<file path="config.mk">
export PLATFORM = sky130hd
export DESIGN_NAME = dtv_merge
export DESIGN_NICKNAME = d
export VERILOG_FILES = /design/src/sv/dtv_pkg.sv /design/src/sv/dtv_merge.sv
export SDC_FILE = /design/constraint.sdc
export NUM_CORES = 1
export LEC_CHECK = 0
export BUFFER_PORTS_ARGS = -buffer_cell sky130_fd_sc_hd__buf_2
export CORE_UTILIZATION = 30
export DETAILED_ROUTE_END_ITERATION = 10
export GPL_TIMING_DRIVEN = 0
export HOLD_SLACK_MARGIN = 0.08
export SETUP_SLACK_MARGIN = 0.15
export SLEW_MARGIN = 20
export SYNTH_ARGS = -nofsm -noshare
export SYNTH_HDL_FRONTEND = slang
export SYNTH_SLANG_ARGS = --single-unit
</file>
<file path="constraint.sdc">
create_clock -name aclk -period 7.2 [get_ports aclk]
set_clock_uncertainty 0.05 [all_clocks]
set_input_delay 0.36 -clock aclk [delete_from_list [all_inputs] [get_ports aclk]]
set_output_delay 0.36 -clock aclk [all_outputs]
set_load 0.05 [all_outputs]
</file>
<file path="src/sv/dtv_pkg.sv">
// ----------------------------------------------------------------------------
// dtv_pkg
// Shared types, constants and rounding helpers for the time value converter.
// ----------------------------------------------------------------------------
package dtv_pkg;

    typedef struct packed {
        logic         dir;
        logic         flag;
        logic         neg;
        logic [31:0]  sec;
        logic [107:0] val;
        logic [6:0]   lead;
        logic [63:0]  word;
    } item_t;

    localparam logic        DIR_TO_TIMEVAL = 1'b0;
    localparam logic        DIR_TO_DOUBLE  = 1'b1;

    localparam logic [13:0] FRAC_K   = 14'd15625;
    localparam logic [52:0] MICRO_M  = 53'h10C6F7A0B5ED8D;
    localparam logic [26:0] MICRO_LO = MICRO_M[26:0];
    localparam logic [25:0] MICRO_HI = MICRO_M[52:27];
    localparam logic [10:0] EXP_FRAC = 11'd1002;
    localparam logic [10:0] EXP_TOP  = 11'd1054;
    localparam logic [10:0] EXP_BIAS = 11'd951;

    function automatic logic [6:0] lead_one(input logic [107:0] v);
        logic [6:0] pos;
        pos = 7'd0;
        for (int i = 0; i < 108; i++) begin
            if (v[i]) begin
                pos = 7'(i);
            end
        end
        return pos;
    endfunction

    function automatic logic [107:0] round53(input logic [107:0] v, input logic [6:0] l);
        logic [6:0]   sh;
        logic [107:0] unit;
        logic [107:0] mask;
        logic [107:0] low;
        logic [107:0] half;
        logic [107:0] res;
        res  = v;
        sh   = 7'd0;
        unit = 108'd0;
        mask = 108'd0;
        low  = 108'd0;
        half = 108'd0;
        if (l > 7'd52) begin
            sh   = l - 7'd52;
            unit = 108'd1 << sh;
            mask = unit - 108'd1;
            low  = v & mask;
            half = unit >> 1;
            res  = v & ~mask;
            if (low > half || (low == half && v[sh])) begin
                res = res + unit;
            end
        end
        return res;
    endfunction

endpackage

</file>
<file path="src/sv/dtv_merge.sv">
// ----------------------------------------------------------------------------
// dtv_merge
// Finish the timeval word, or add the seconds to the scaled microseconds.
// ----------------------------------------------------------------------------
module dtv_merge (
    input  logic           aclk,
    input  logic           aresetn,
    input  logic           en,
    input  logic           vld_i,
    input  dtv_pkg::item_t item_i,
    output logic           vld_o,
    output dtv_pkg::item_t item_o
);
    import dtv_pkg::*;

    logic  v_reg;
    item_t s_reg, s_next;

    always_comb begin
        logic [20:0]  u;
        logic [31:0]  u32;
        logic [31:0]  usec;
        logic [107:0] sv;
        logic [107:0] q;
        logic [107:0] sum;
        u    = {1'b0, item_i.val[92:73]} + {20'd0, item_i.val[72]};
        u32  = {11'd0, u};
        usec = item_i.neg ? (~u32 + 32'd1) : u32;
        sv   = {{4{item_i.sec[31]}}, item_i.sec, 72'd0};
        q    = item_i.neg ? (~item_i.val + 108'd1) : item_i.val;
        sum  = sv + q;
        s_next = item_i;
        if (item_i.dir == DIR_TO_TIMEVAL) begin
            s_next.word = item_i.flag ? 64'd0 : {item_i.sec, usec};
            s_next.val  = 108'd0;
        end else begin
            s_next.neg  = sum[107];
            s_next.val  = sum[107] ? (~sum + 108'd1) : sum;
        end
    end

    always_ff @(posedge aclk) begin
        if (!aresetn) begin
            v_reg <= 1'b0;
        end else if (en) begin
            v_reg <= vld_i;
        end
    end

    always_ff @(posedge aclk) begin
        if (en) begin
            s_reg <= s_next;
        end
    end

    assign vld_o  = v_reg;
    assign item_o = s_reg;

endmodule

</file>
# Word level (Yosys, flattened, before mapping)
# Index checks and enable logic that the tools add are counted.
[classes] shift=0 n_div=0 addsub=5 n_mul=0 n_bitwise=3 reduce_logical=1 order_cmp=0 n_eq_ne=0 n_mux=6
[ops] operator="adder 108 x 1 -> 108 bit (second input constant)" n=2
[ops] operator="NOT 108 bit" n=2
[ops] operator="two-way mux 64 bit" n=2
[ops] operator="adder 108 bit" n=1
[ops] operator="two-way mux 108 bit" n=1
[ops] operator="two-way mux 107 bit" n=1
[ops] operator="adder 32 x 1 -> 32 bit (second input constant)" n=1
[ops] operator="two-way mux 32 bit" n=1
[ops] operator="NOT 21 -> 32 bit" n=1
[ops] operator="adder 20 x 1 -> 21 bit" n=1
[ops] operator="AND reduction 2 bit" n=1
[ops] operator="two-way mux 1 bit" n=1
[totals] mem_count=0 ramBits=0 latchBits=0 elab_cells=24 ff_bits=215 input_bits=218 romBits=0

# Longest topological paths before layout
[logic_depth] ltp_word=7 depth_mapped=27

# Worst setup path after synthesis
# Ideal clock, no wire load.
[synth_path] path_type="in2reg" start="in item_i[211] (netlist name)" end="reg s_reg (netlist bit item_o[177]) (data pin)" n_path_buf=9 arrival_time_ns=6.928 cell_stages=24 setup_slack_ns=-0.044 setup_ns=0.266 cell_sequence="clkbuf_1 > clkbuf_1 > clkbuf_1 > buf_1 > clkbuf_1 > clkbuf_1 > clkbuf_1 > clkbuf_1 > buf_1 > nand2_1 > xnor2_1 > ha_1 > fa_1 > a21o_1 > a221o_1 > nor3b_1 > o311ai_0 > nor4_1 > nand4_1 > nor4_1 > nor3b_1 > a41oi_1 > xnor2_1 > nor2_1"
[synth_via] elab_chain_cells=5
[synth_lines] element="from (decl)" line_no="dtv_merge.sv:10" source="input dtv_pkg::item_t item_i,"
[synth_lines] element="two-way mux 108 bit (*)" line_no="dtv_merge.sv:30" source="q = item_i.neg ? (~item_i.val + 108'd1) : item_i.val;"
[synth_lines] element="adder 108 bit (*)" line_no="dtv_merge.sv:31" source="sum = sv + q;"
[synth_lines] element="NOT 108 bit" line_no="dtv_merge.sv:38" source="s_next.val = sum[107] ? (~sum + 108'd1) : sum;"
[synth_lines] element="adder 108 x 1 -> 108 bit" line_no="dtv_merge.sv:38"
[synth_lines] element="two-way mux 107 bit (*)" line_no="dtv_merge.sv:38"
[synth_lines] element="to (signal assigned)" line_no="dtv_merge.sv:52" source="s_reg <= s_next;"
[synth_lines] element="to (decl)" line_no="dtv_merge.sv:17" source="item_t s_reg, s_next;"
# Mark *: on every way between the ends. The rest lies on a longest branch, timed or not.
# A chain may end at the register's enable or synchronous reset.

# Worst setup path after layout
[layout_path] start="in item_i[71] (netlist name)" end="reg s_reg (netlist bit item_o[114]) (data pin)"
[layout_via] elab_chain_cells=7
[layout_lines] element="NOT 108 bit" line_no="dtv_merge.sv:30"
[layout_lines] element="adder 108 x 1 -> 108 bit" line_no="dtv_merge.sv:30"
[layout_lines] element="two-way mux 108 bit (*)" line_no="dtv_merge.sv:30"
[layout_lines] element="adder 108 bit (*)" line_no="dtv_merge.sv:31"
[layout_lines] element="NOT 108 bit" line_no="dtv_merge.sv:38"
[layout_lines] element="adder 108 x 1 -> 108 bit" line_no="dtv_merge.sv:38"
[layout_lines] element="two-way mux 107 bit (*)" line_no="dtv_merge.sv:38"
# Marks and branches as above.

==> results.json <==
{
  "status": "finished clean",
  "vias": 17500,
  "crit_arrival_ns": 7.08,
  "synth_top_family_by_area": "simple AND/OR/NAND/NOR gates",
  "synth-xor-area-share": 0.129,
  "path_buf_inv": 6,
  "powerDensity_nw_per_um2": 241,
  "pre_cts_slack_ns": -4.28,
  "synthAdderAreaFrac": 0.0309,
  "critPathMaxStageDelay_ns": 0.57,
  "yosys-top-cells-area": "edfxtp_1, xnor2_1, xor2_1, nor2_1, nand2_1",
  "synth_simple_gate_area_frac": 0.232,
  "dp_hpwl_um": 58400,
  "hold_ws_ns": 0.0985,
  "min_from": "item_i[47]",
  "power.leakage_nw": 8.46,
  "die_y_um": 242,
  "rows": 87,
  "period_needed_ns": 6.83,
  "die_x_um": 242,
  "clk-insertion-delay-late_ns": 0.55,
  "relSlewSlack": 0.310,
  "maxSlewViolCount": 0,
  "yosys_warnings": 0,
  "rsz0062_at_grt": "true",
  "grt_max_degree": 95,
  "cp_max_fo": 10,
  "drc": 0,
  "syn_nets": 2143,
  "setup_viol": 0,
  "path_clk_slew_ns": 0.06,
  "avgSynthCellArea_um2": 9.16,
  "synthesis.area_um2": 17200,
  "grt_antenna_before_repair": 19,
  "ant_nets": 0,
  "ys_types": 102,
  "core_area_um2": 56600,
  "vias_per_cell": 5.48,
  "drive_gt1_frac": 0.253,
  "tns_ns": 0,
  "rr_startpoint": "vld_o$_SDFFE_PN0P_",
  "drt_wl_total_um": 74500,
  "critPathSlowestCell": "or4_1",
  "cts-buffers-inserted": 25,
  "ys_seq_area_frac": 0.374,
  "ir_drop_uv": 160,
  "fmax_mhz": 146,
  "max_cap_violations": 0,
  "synth-edff-count": 214,
  "grt_pass1_vias": 17200,
  "cts-root-buf": "clkbuf_16",
  "wl_per_cell_um": 23.3,
  "syn_to_final_growth_pct": 30.4,
  "required_ns": 7.45,
  "first_iter_violations": 1406,
  "synth_top_area_frac": 0.373,
  "synth-main-ff-cell": "edfxtp_1",
  "nets": 2682,
  "tightest_slew_ns": 1.04,
  "synth_cells": 1883,
  "tritoncts": "built",
  "finalHoldViolations": 0,
  "initial_core_util": 0.305,
  "cts.htree.levels": 1,
  "cts_sinks": 215,
  "routabilityCongestion": 0.928,
  "final_common_cell": "buf_2",
  "io_pins": 433,
  "cp_top_family": "simple AND/OR/NAND/NOR gates",
  "post-synth-top-area-cell": "edfxtp_1",
  "muxShareOfSynthArea": 0.00653,
  "hold_class": "primary input to flip-flop",
  "critical_path_class": "primary input to flip-flop",
  "drt_pass1_iterations": 5,
  "grt_pass1_wl_um": 109000,
  "layout_common_cells": "buf_2, edfxtp_1, nor2_1",
  "track_usage": 0.245,
  "synthArstFlopShare": 0,
  "worstSetupStartpoint": "item_i[71]",
  "start_kind": "primary input",
  "die_area_um2": 58500,
  "synth_compound_area_frac": 0.190,
  "ys_ff_latch": 215,
  "io_buffers": 409,
  "end_kind": "flip-flop",
  "fin_crit_sh": 0.949,
  "layout_setup_ws_ns": 0.366,
  "grt-ovfl-total": 0,
  "clk_path_buf_depth": 3,
  "r2r_setup_slack_ns": 5.99
}
## per-stage QoR
stage	util	total power [W]	cells	instance area (µm²)
detailed placement	0.359	0.00407	3050	20300
CTS	0.394	0.00543	3194	22300
floorplan	-	0.00332	1883	17300
finish	0.397	0.00542	3203	22500
global route	0.397	0.00566	3198	22500
global placement	0.358	0.00407	3048	20300
## cell usage after synthesis, types with 7 or more instances
| cell type | count |
|---|---|
| xnor2_1 | 158 |
| buf_2 | 14 |
| and3_1 | 19 |
| buf_1 | 9 |
| nor2_1 | 196 |
| or3_1 | 37 |
| and2_1 | 17 |
| edfxtp_1 | 214 |
| o31ai_1 | 33 |
| or4_1 | 24 |
| ha_1 | 41 |
| a41oi_1 | 18 |
| o21ai_0 | 90 |
| a21o_1 | 12 |
| mux2i_1 | 9 |
| clkbuf_1 | 94 |
| nor2b_1 | 13 |
| a211oi_1 | 7 |
| and4_1 | 10 |
| a31oi_1 | 28 |
| nand2_1 | 156 |
| nand2b_1 | 16 |
| o41ai_2 | 9 |
| o211ai_1 | 11 |
| nor4_1 | 27 |
| or2_2 | 29 |
| nand4_1 | 39 |
| o41ai_1 | 19 |
| a21oi_1 | 77 |
| nand3_1 | 45 |
| o21a_1 | 11 |
| nor3_1 | 60 |
| a22o_1 | 53 |
| xor2_1 | 97 |
| inv_1 | 33 |
## path summary, 6_finish.rpt
| kind | endpoint | cells after the start |
|---|---|---|
| max | item_o[114]$_SDFFCE_PN0P_ | 27 |
| min | item_o[47]$_DFFE_PP_ | 2 |
| max reg2reg | vld_o$_SDFFE_PN0P_ | 3 |
| min reg2reg | vld_o$_SDFFE_PN0P_ | 3 |
## power by group
part | switching (W) | internal (W)
logic | 0.00175 | 0.000733
registers | 0.0000554 | 0.00161
clock network | 0.000529 | 0.000741
total | 0.00234 | 0.00309
## logic make-up (layout without fill, tap and decap cells)
family	Yosys count	count (layout)
xor+xnor	255	255
flops	215	215
other cells	0	7
mux	11	11
compound gates	454	454
buf+inv	156	713
simple gates	750	750
fa+ha+maj	42	42
## registers in the layout (all words and copies together) (netlist names)
signal,count
item_o,214
vld_o,1
## cell type report
cell class / count / area (µm²)
diodes: 7 / 17.5
inverters: 34 / 128
clock buffers: 31 / 648
flip-flops and latches: 215 / 6450
multi-input cells: 1512 / 10400
fillers: 5681 / 34100
plain buffers: 118 / 569
well taps: 756 / 946
clock inverters: 14 / 143
repair buffers: 516 / 3150
## what timing repair did
action	CTS	global route
endpoints found under the setup margin	108	103
buffers inserted	4	3
pin swaps	3	3
hold buffers	98	0
endpoints found under the hold margin	97	0
gates cloned	0	0
resized for setup	56	46
## layer usage
layer / up-vias / wire (µm) / part of all wire / track usage
met5: - / 191 / 0.0026 / 0
met1: 8510 / 31500 / 0.42 / 0.313
li1: 8174 / - / - / -
met4: 30 / 1920 / 0.026 / 0.0692
met3: 123 / 5330 / 0.072 / 0.0491
met2: 709 / 35600 / 0.48 / 0.417
(Power assumes the default switching activity.)
