## config.mk

```make
export PLATFORM = sky130hd
export DESIGN_NAME = dtv_front
export DESIGN_NICKNAME = d
export VERILOG_FILES = /design/src/sv/dtv_pkg.sv /design/src/sv/dtv_front.sv
export SDC_FILE = /design/constraint.sdc
export NUM_CORES = 2
export LEC_CHECK = 0
export BUFFER_PORTS_ARGS = -buffer_cell sky130_fd_sc_hd__buf_2
export CORE_ASPECT_RATIO = 0.7
export CORE_UTILIZATION = 36
export CTS_CLUSTER_SIZE = 30
export DETAILED_ROUTE_END_ITERATION = 10
export PLACE_DENSITY = 0.59
export RECOVER_POWER = 100
export REMOVE_ABC_BUFFERS = 1
export SLEW_MARGIN = 25
export SYNTH_ARGS = -nofsm -noshare
export SYNTH_HDL_FRONTEND = slang
export SYNTH_SLANG_ARGS = --single-unit
```

## constraint.sdc

```tcl
create_clock -name aclk -period 8.7 [get_ports aclk]
set_input_delay 0.435 -clock aclk [delete_from_list [all_inputs] [get_ports aclk]]
set_output_delay 0.435 -clock aclk [all_outputs]
set_load 0.005 [all_outputs]
```

## src/sv/dtv_pkg.sv

```systemverilog
// ----------------------------------------------------------------------------
// dtv_pkg
// Shared types, constants and rounding helpers for the time value converter.
// ----------------------------------------------------------------------------
package dtv_pkg;

    typedef struct packed {
        logic         dir;
        logic         flag;
        logic         neg;
        logic [31:0]  sec;
        logic [107:0] val;
        logic [6:0]   lead;
        logic [63:0]  word;
    } item_t;

    localparam logic        DIR_TO_TIMEVAL = 1'b0;
    localparam logic        DIR_TO_DOUBLE  = 1'b1;

    localparam logic [13:0] FRAC_K   = 14'd15625;
    localparam logic [52:0] MICRO_M  = 53'h10C6F7A0B5ED8D;
    localparam logic [26:0] MICRO_LO = MICRO_M[26:0];
    localparam logic [25:0] MICRO_HI = MICRO_M[52:27];
    localparam logic [10:0] EXP_FRAC = 11'd1002;
    localparam logic [10:0] EXP_TOP  = 11'd1054;
    localparam logic [10:0] EXP_BIAS = 11'd951;

    function automatic logic [6:0] lead_one(input logic [107:0] v);
        logic [6:0] pos;
        pos = 7'd0;
        for (int i = 0; i < 108; i++) begin
            if (v[i]) begin
                pos = 7'(i);
            end
        end
        return pos;
    endfunction

    function automatic logic [107:0] round53(input logic [107:0] v, input logic [6:0] l);
        logic [6:0]   sh;
        logic [107:0] unit;
        logic [107:0] mask;
        logic [107:0] low;
        logic [107:0] half;
        logic [107:0] res;
        res  = v;
        sh   = 7'd0;
        unit = 108'd0;
        mask = 108'd0;
        low  = 108'd0;
        half = 108'd0;
        if (l > 7'd52) begin
            sh   = l - 7'd52;
            unit = 108'd1 << sh;
            mask = unit - 108'd1;
            low  = v & mask;
            half = unit >> 1;
            res  = v & ~mask;
            if (low > half || (low == half && v[sh])) begin
                res = res + unit;
            end
        end
        return res;
    endfunction

endpackage

```

## src/sv/dtv_front.sv

```systemverilog
// ----------------------------------------------------------------------------
// dtv_front
// Decode the input word, form the partial products and sum them (3 stages).
// ----------------------------------------------------------------------------
module dtv_front (
    input  logic           aclk,
    input  logic           aresetn,
    input  logic           en,
    input  logic           vld_i,
    input  logic           dir_i,
    input  logic [63:0]    word_i,
    output logic           vld_o,
    output dtv_pkg::item_t item_o
);
    import dtv_pkg::*;

    logic        v1_reg, v2_reg, v3_reg;
    item_t       s1_reg, s1_next, s2_reg, s3_reg, s3_next;
    logic [58:0] p0_reg, p1_reg, p2_reg, p0_next, p1_next, p2_next;

    always_comb begin
        logic        sgn;
        logic [10:0] ef;
        logic [52:0] m;
        logic        inr;
        logic [5:0]  sh;
        logic [104:0] x;
        logic [31:0] ip;
        logic [31:0] mag;
        sgn = word_i[63];
        ef  = word_i[62:52];
        m   = {ef != 11'd0, word_i[51:0]};
        inr = (ef < EXP_TOP) || (ef == EXP_TOP && sgn && word_i[51:21] == 31'd0);
        sh  = 6'(ef - EXP_FRAC);
        x   = (inr && ef >= EXP_FRAC) ? ({52'd0, m} << sh) : 105'd0;
        ip  = x[104:73];
        mag = word_i[31] ? (~word_i[31:0] + 32'd1) : word_i[31:0];
        s1_next      = '0;
        s1_next.dir  = dir_i;
        if (dir_i == DIR_TO_TIMEVAL) begin
            s1_next.flag = ~inr;
            s1_next.neg  = sgn;
            s1_next.sec  = sgn ? (~ip + 32'd1) : ip;
            s1_next.val  = {35'd0, x[72:0]};
        end else begin
            s1_next.neg  = word_i[31];
            s1_next.sec  = word_i[63:32];
            s1_next.val  = {76'd0, mag};
        end
    end

    always_comb begin
        logic [38:0] a0, a1, a2;
        logic [58:0] b0;
        logic [57:0] b1;
        a0 = s1_reg.val[24:0] * FRAC_K;
        a1 = s1_reg.val[49:25] * FRAC_K;
        a2 = {2'd0, s1_reg.val[72:50]} * FRAC_K;
        b0 = s1_reg.val[31:0] * MICRO_LO;
        b1 = s1_reg.val[31:0] * MICRO_HI;
        if (s1_reg.dir == DIR_TO_TIMEVAL) begin
            p0_next = {20'd0, a0};
            p1_next = {20'd0, a1};
            p2_next = {20'd0, a2};
        end else begin
            p0_next = b0;
            p1_next = {1'b0, b1};
            p2_next = 59'd0;
        end
    end

    always_comb begin
        logic [107:0] e0, e1, e2;
        e0 = {49'd0, p0_reg};
        e1 = {49'd0, p1_reg};
        e2 = {49'd0, p2_reg};
        s3_next = s2_reg;
        if (s2_reg.dir == DIR_TO_TIMEVAL) begin
            s3_next.val = (e0 + (e1 << 25) + (e2 << 50)) << 6;
        end else begin
            s3_next.val = e0 + (e1 << 27);
        end
    end

    always_ff @(posedge aclk) begin
        if (!aresetn) begin
            v1_reg <= 1'b0;
            v2_reg <= 1'b0;
            v3_reg <= 1'b0;
        end else if (en) begin
            v1_reg <= vld_i;
            v2_reg <= v1_reg;
            v3_reg <= v2_reg;
        end
    end

    always_ff @(posedge aclk) begin
        if (en) begin
            s1_reg <= s1_next;
            s2_reg <= s1_reg;
            p0_reg <= p0_next;
            p1_reg <= p1_next;
            p2_reg <= p2_next;
            s3_reg <= s3_next;
        end
    end

    assign vld_o  = v3_reg;
    assign item_o = s3_reg;

endmodule

```

Yosys cells after proc, flatten, opt, wreduce, memory -nomap -nowiden
Index checks and enable logic that the tools add are counted.
Widths: inputs -> output; s select.
{"block": "totals", "reg_bits": 444, "inputBits": 69, "output_inout_bits": 215, "elab_cells": 58}
{"block": "op_classes", "n_addsub": 6, "mul": 5, "n_lt_le_gt_ge": 2, "eq_ne": 1, "shift": 1, "n_mux": 7, "n_bitwise": 4, "n_reduce_logical": 7}
{"op": "$mux 141", "n": 1}
{"op": "$mul 32x24->56 const B", "n": 2}
{"op": "$mux 108", "n": 1}
{"op": "$mux 105", "n": 1}
{"op": "$shl 53x6->105", "n": 1}
{"op": "$add 85x87->88", "n": 1}
{"op": "$add 59x86->87", "n": 1}
{"op": "$add 59x84->85", "n": 1}
{"op": "$mul 25x14->39 const B", "n": 2}
{"op": "$mux 39", "n": 2}
{"op": "$add 32x1->32 const B", "n": 2}
{"op": "$mux 32", "n": 2}
{"op": "$not 32->32", "n": 2}
{"op": "$mul 23x14->37 const B", "n": 1}
{"op": "$logic_not 31->1", "n": 1}
{"op": "$eq 11x11->1 const B", "n": 1}
{"op": "$ge 11x10->1 const B", "n": 1}
{"op": "$lt 11x11->1 const B", "n": 1}
{"op": "$reduce_bool 11->1", "n": 1}
{"op": "$sub 6x6->6 const B", "n": 1}
{"op": "$logic_and 1x1->1", "n": 3}
{"op": "$not 1->1", "n": 2}
{"op": "$reduce_or 2->1", "n": 1}
{"op": "$logic_or 1x1->1", "n": 1}

Depth between registers and ports, before layout
{"block": "depth", "word_depth": 10, "depth_mapped": 27, "ltp_nobuf": 27}

Worst setup path after synthesis
Ideal clock, no wire load.
{"block": "synth_timing", "path_kind": "register -> register", "from": "register s1_reg[86] in the netlist's numbering", "to": "register p1_reg[56], data pin", "arrival_ns": 6.612, "required_time_ns": 8.435, "path_slack_ns": 1.823, "path_stages_with_launch": 25, "n_path_buf": 1, "path_cell_list": "edfxtp_1 -> inv_1 -> fa_1 -> inv_1 -> fa_1 -> inv_1 -> fa_1 -> inv_1 -> fa_1 -> fa_1 -> fa_1 -> inv_1 -> fa_1 -> inv_1 -> ha_1 -> clkbuf_1 -> a21o_1 -> a21oi_1 -> o221ai_1 -> a21oi_1 -> o21ai_0 -> a41oi_1 -> o21ai_0 -> a211oi_1 -> mux2i_1"}
{"block": "synth_via", "elab_chain_len": 1}
{"element": "from (decl)", "line_no": "dtv_front.sv:18", "source": "item_t s1_reg, s1_next, s2_reg, s3_reg, s3_next;"}
{"element": "from (signal assigned)", "line_no": "dtv_front.sv:99", "source": "s1_reg <= s1_next;"}
{"element": "$mul 32x24->56", "line_no": "dtv_front.sv:60", "source": "b1 = s1_reg.val[31:0] * MICRO_HI;"}
{"element": "to (signal assigned)", "line_no": "dtv_front.sv:102", "source": "p1_reg <= p1_next;"}
{"element": "to (decl)", "line_no": "dtv_front.sv:19", "source": "logic [58:0] p0_reg, p1_reg, p2_reg, p0_next, p1_next, p2_next;"}
No other way between the ends.
A chain may end at the register's enable or synchronous reset.

Worst setup path after layout
{"block": "layout_timing", "from": "register s1_reg[71] in the netlist's numbering", "to": "register p0_reg[53], data pin"}
{"block": "layout_via", "elab_chain_len": 1}
{"element": "$mul 32x24->56", "line_no": "dtv_front.sv:59", "source": "b0 = s1_reg.val[31:0] * MICRO_LO;"}
{"element": "to (signal assigned)", "line_no": "dtv_front.sv:101", "source": "p0_reg <= p0_next;"}
{"element": "to (decl)", "line_no": "dtv_front.sv:19"}
No other way between the ends.

==> results list <==
- Clock slew seen by the registers of the worst setup and hold paths: around 0.060 ns
* Yosys synthesis warning count: 0
- The synthesized design spends more area on one cell type than any other, namely sky130_fd_sc_hd__fa_1.
- For this configuration, the core starts out at a cell density of between 30% and 40%.
- The worst setup path is of the reg2reg kind.
- Minimum clock period: between 8 and 9 ns
- TritonCTS created 51 clock buffers.
- For this design the top-level I/O count stands at roughly 280.
* Detailed Place HPWL: 216,000 um
- Global routing consumed, over all layers together, between 20% and 30% of the routing resources.
* Result of the run: complete, but fails checks
- Slew Viols, Final: 909
- The register with the most flip-flops in the layout has 129 of them.
- In this run, synthesis produced a sequential element count of around 430.
* Overflow after GRT: 0
- Path depth of the worst reg2reg path: 25
- Area fraction of the dominant cell type after synthesis: a little over a quarter
- In this run the critical register-to-register path is launched from s1_reg[71].
* Count of cells resized by post-cts repair: 0
* Actual slew at the worst max-slew pin: between 4 and 5 ns
- Most used flip-flop cell after synthesis: sky130_fd_sc_hd__edfxtp_1
- Across the run, the number of max-cap violations was 15.
* Detailed Route WL: 251,000 um
- After synthesis the cells add up to 69,100 um2.
- The final critical path takes up 98.5% of the cycle.
* FILL cells: 18.8k
* Setup crit start kind: flop
* Cell count after synthesis: 6,819
- Before antenna repair, the detailed router went through 9 iterations.
- Class of the most critical hold timing path: in2reg
* Family with the most delay on the worst path: adder cells
- Number of nets with antenna violations after routing: 0
- Relative to the synthesized area, the layout overhead comes to 8.36%.
- Antenna violations before repair: 17
* Maximum number of pins on one net before global-route repair: 124
* Slew Limit Headroom: -203%
- Aggregate negative setup slack: 0 ns
* Clock insertion delay at the later pin of the skew report: 0.71 ns
* Data required, critical path: 9.13 ns
* Via count of the first global-routing pass: 51.7k
- The first global-routing pass estimated 362,000 um of wire.
* Worst path buffer plus inverter count: 7
* Number of cell rows: 134
- In the routed design, unresolved DRC markers number 0.
- TritonCTS clock tree: yes
- Worst setup slack for register-to-register paths: 0.13 ns
- For this run, the register share of the synthesized area comes to 18.5%.
- Violations in the final reports: capacitance limit, slew limit
- Number of port buffers: 198
- Setup violations remaining at the end of the flow were counted as 0.
* Max FO, Critical Path: 10
- CTS saw 426 sinks.
- CP startpoint: s1_reg[71]
- Asr flop ratio synth: 0%
* EDFF count, synth: 423
* Die area: 194,000 um2
- The detailed router placed 52.3k vias in this run.
- Setup repair after global routing left no endpoint under its margin.
- Routability-driven placement finished with a final weighted congestion of around 1.1.
- For this block, the initial DRC count from the detailed router was 5,791.
* Startpoint of the lowest-slack hold path: word_i[58]
* Slowest-stage cell, CP: sky130_fd_sc_hd__edfxtp_1
- The worst setup path is captured at a flop.
* Library cell with the highest instance count after synthesis: sky130_fd_sc_hd__inv_1
* Arr. time, crit path: ~9 ns
* Cell chosen for the clock root: sky130_fd_sc_hd__clkbuf_16
* Worst setup skew after layout: 0.0671 ns
- Counting along the longest clock path gives a buffer depth of 3.
* Ranking of synthesized cells by area: sky130_fd_sc_hd__fa_1 27%, sky130_fd_sc_hd__edfxtp_1 18%, sky130_fd_sc_hd__ha_1 17%
* H-tree depth reported by CTS: 2
- Share of post-route cells with drive strength above 1: 7.30%
- Critical path's largest stage delay: between 0.8 and 0.9 ns
- Chip width: around 530 um
* Mean routed wirelength per cell: 26.1 um
* Most used standard cells in the synthesized netlist: 1,228 x sky130_fd_sc_hd__inv_1, 961 x sky130_fd_sc_hd__ha_1, 923 x sky130_fd_sc_hd__fa_1, 423 x sky130_fd_sc_hd__edfxtp_1, 378 x sky130_fd_sc_hd__a21oi_1
* Post-Syn Area per Cell: between 10 and 15 um2
- R2R Path End: p0_reg[53]
* Net count, final: between 9k and 10k
* Die outline height: 369 um
- The number of failing hold endpoints at the final stage is 0.
* Floorplan Core Area: 191,000 um2
* Library cells used by synthesis: 99
- Mean number of vias per cell: 5.44
* Logic depth of the worst path, buffers included: 25
- The critical path ends at p0_reg[53].
- Cells fill 39.3% of the core in the end.
- Top achievable clock speed: between 100 and 150 MHz
==> worst min path at each step <==
stage	slack (ns)	depth (start not counted)	to
2_1_floorplan	0.40	0	item_o[179]
3_3_place_gp	0.40	0	item_o[200]
3_5_place_dp	0.40	0	s2_reg[198]
4_1_cts	0.03	2	s1_reg[205]
5_1_grt	0.07	2	s1_reg[205]
6_report	0.08	2	s1_reg[205]
==> routing by layer <==
layer | vias up | global-route usage, % | wire [um] | part of all wire, %
li1 | 23407 | - | - | -
met1 | 26187 | 39.5 | 121000 | 48
met2 | 2490 | 31.7 | 89300 | 36
met3 | 218 | 12.5 | 36400 | 15
met4 | 18 | 3.66 | 3500 | 1.4
met5 | - | 0 | 132 | 0.053
==> cells in the final DEF, fill, tap and decap left out, types with 118 or more instances in the layout <==
master	netlist	routed
sky130_fd_sc_hd__a21oi_1	378	378
sky130_fd_sc_hd__xnor2_1	200	198
sky130_fd_sc_hd__edfxtp_1	423	423
sky130_fd_sc_hd__a21o_1	204	204
sky130_fd_sc_hd__fa_1	923	923
sky130_fd_sc_hd__nor2_1	348	348
sky130_fd_sc_hd__buf_4	88	118
sky130_fd_sc_hd__ha_1	961	960
sky130_fd_sc_hd__buf_2	13	141
sky130_fd_sc_hd__xor2_1	150	148
sky130_fd_sc_hd__inv_1	1228	1228
sky130_fd_sc_hd__nand2_1	347	347
sky130_fd_sc_hd__o21ai_0	252	253
==> area by class of cell <==
class / instances / area (um2) / share of cell area, %
well taps: 2516 / 3150 / 4.20
clock inverters: 42 / 389 / 0.520
inverters: 1231 / 4620 / 6.17
diodes: 11 / 27.5 / 0.0368
clock buffers: 53 / 1280 / 1.71
multi-input cells: 4984 / 50700 / 67.7
repair buffers: 358 / 1980 / 2.64
flip-flops and latches: 426 / 12800 / 17.0
==> through the flow <==
| step | cells | setup slack (ns) | hold slack (ns) | cell area, um2 |
|---|---|---|---|---|
| detailed placement | 9508 | 0.333 | 0.405 | 73400 |
| CTS | 9605 | 0.356 | 0.0258 | 75100 |
| global route | 9613 | 0.0117 | 0.0656 | 74900 |
| finish | 9621 | 0.131 | 0.0825 | 74900 |
| global placement | 9507 | 0.307 | 0.403 | 73400 |
| floorplan | 6641 | 1.82 | 0.400 | 68000 |
==> cell families after synthesis <==
logic type	after synthesis	share of synthesized area (%)
flip-flops	426	18.5
AND/OR/NAND/NOR	1180	8.10
multiplexers	205	4.16
buffers and inverters	1493	8.70
AO/OA/AOI/OAI	1280	12.0
adder cells (fa/ha/maj)	1884	44.1
XOR/XNOR	350	4.44
other	1	0.00543
==> repair_timing <==
item	4_1_cts	5_1_grt
hold buffers	2	0
setup endpoints to repair	0	3
buffers inserted	0	5
endpoints found under the hold margin	3	0
Power is left out: the tool's default activity adds up to more than one toggle a clock period on the data nets, which glitch-free logic cannot reach.
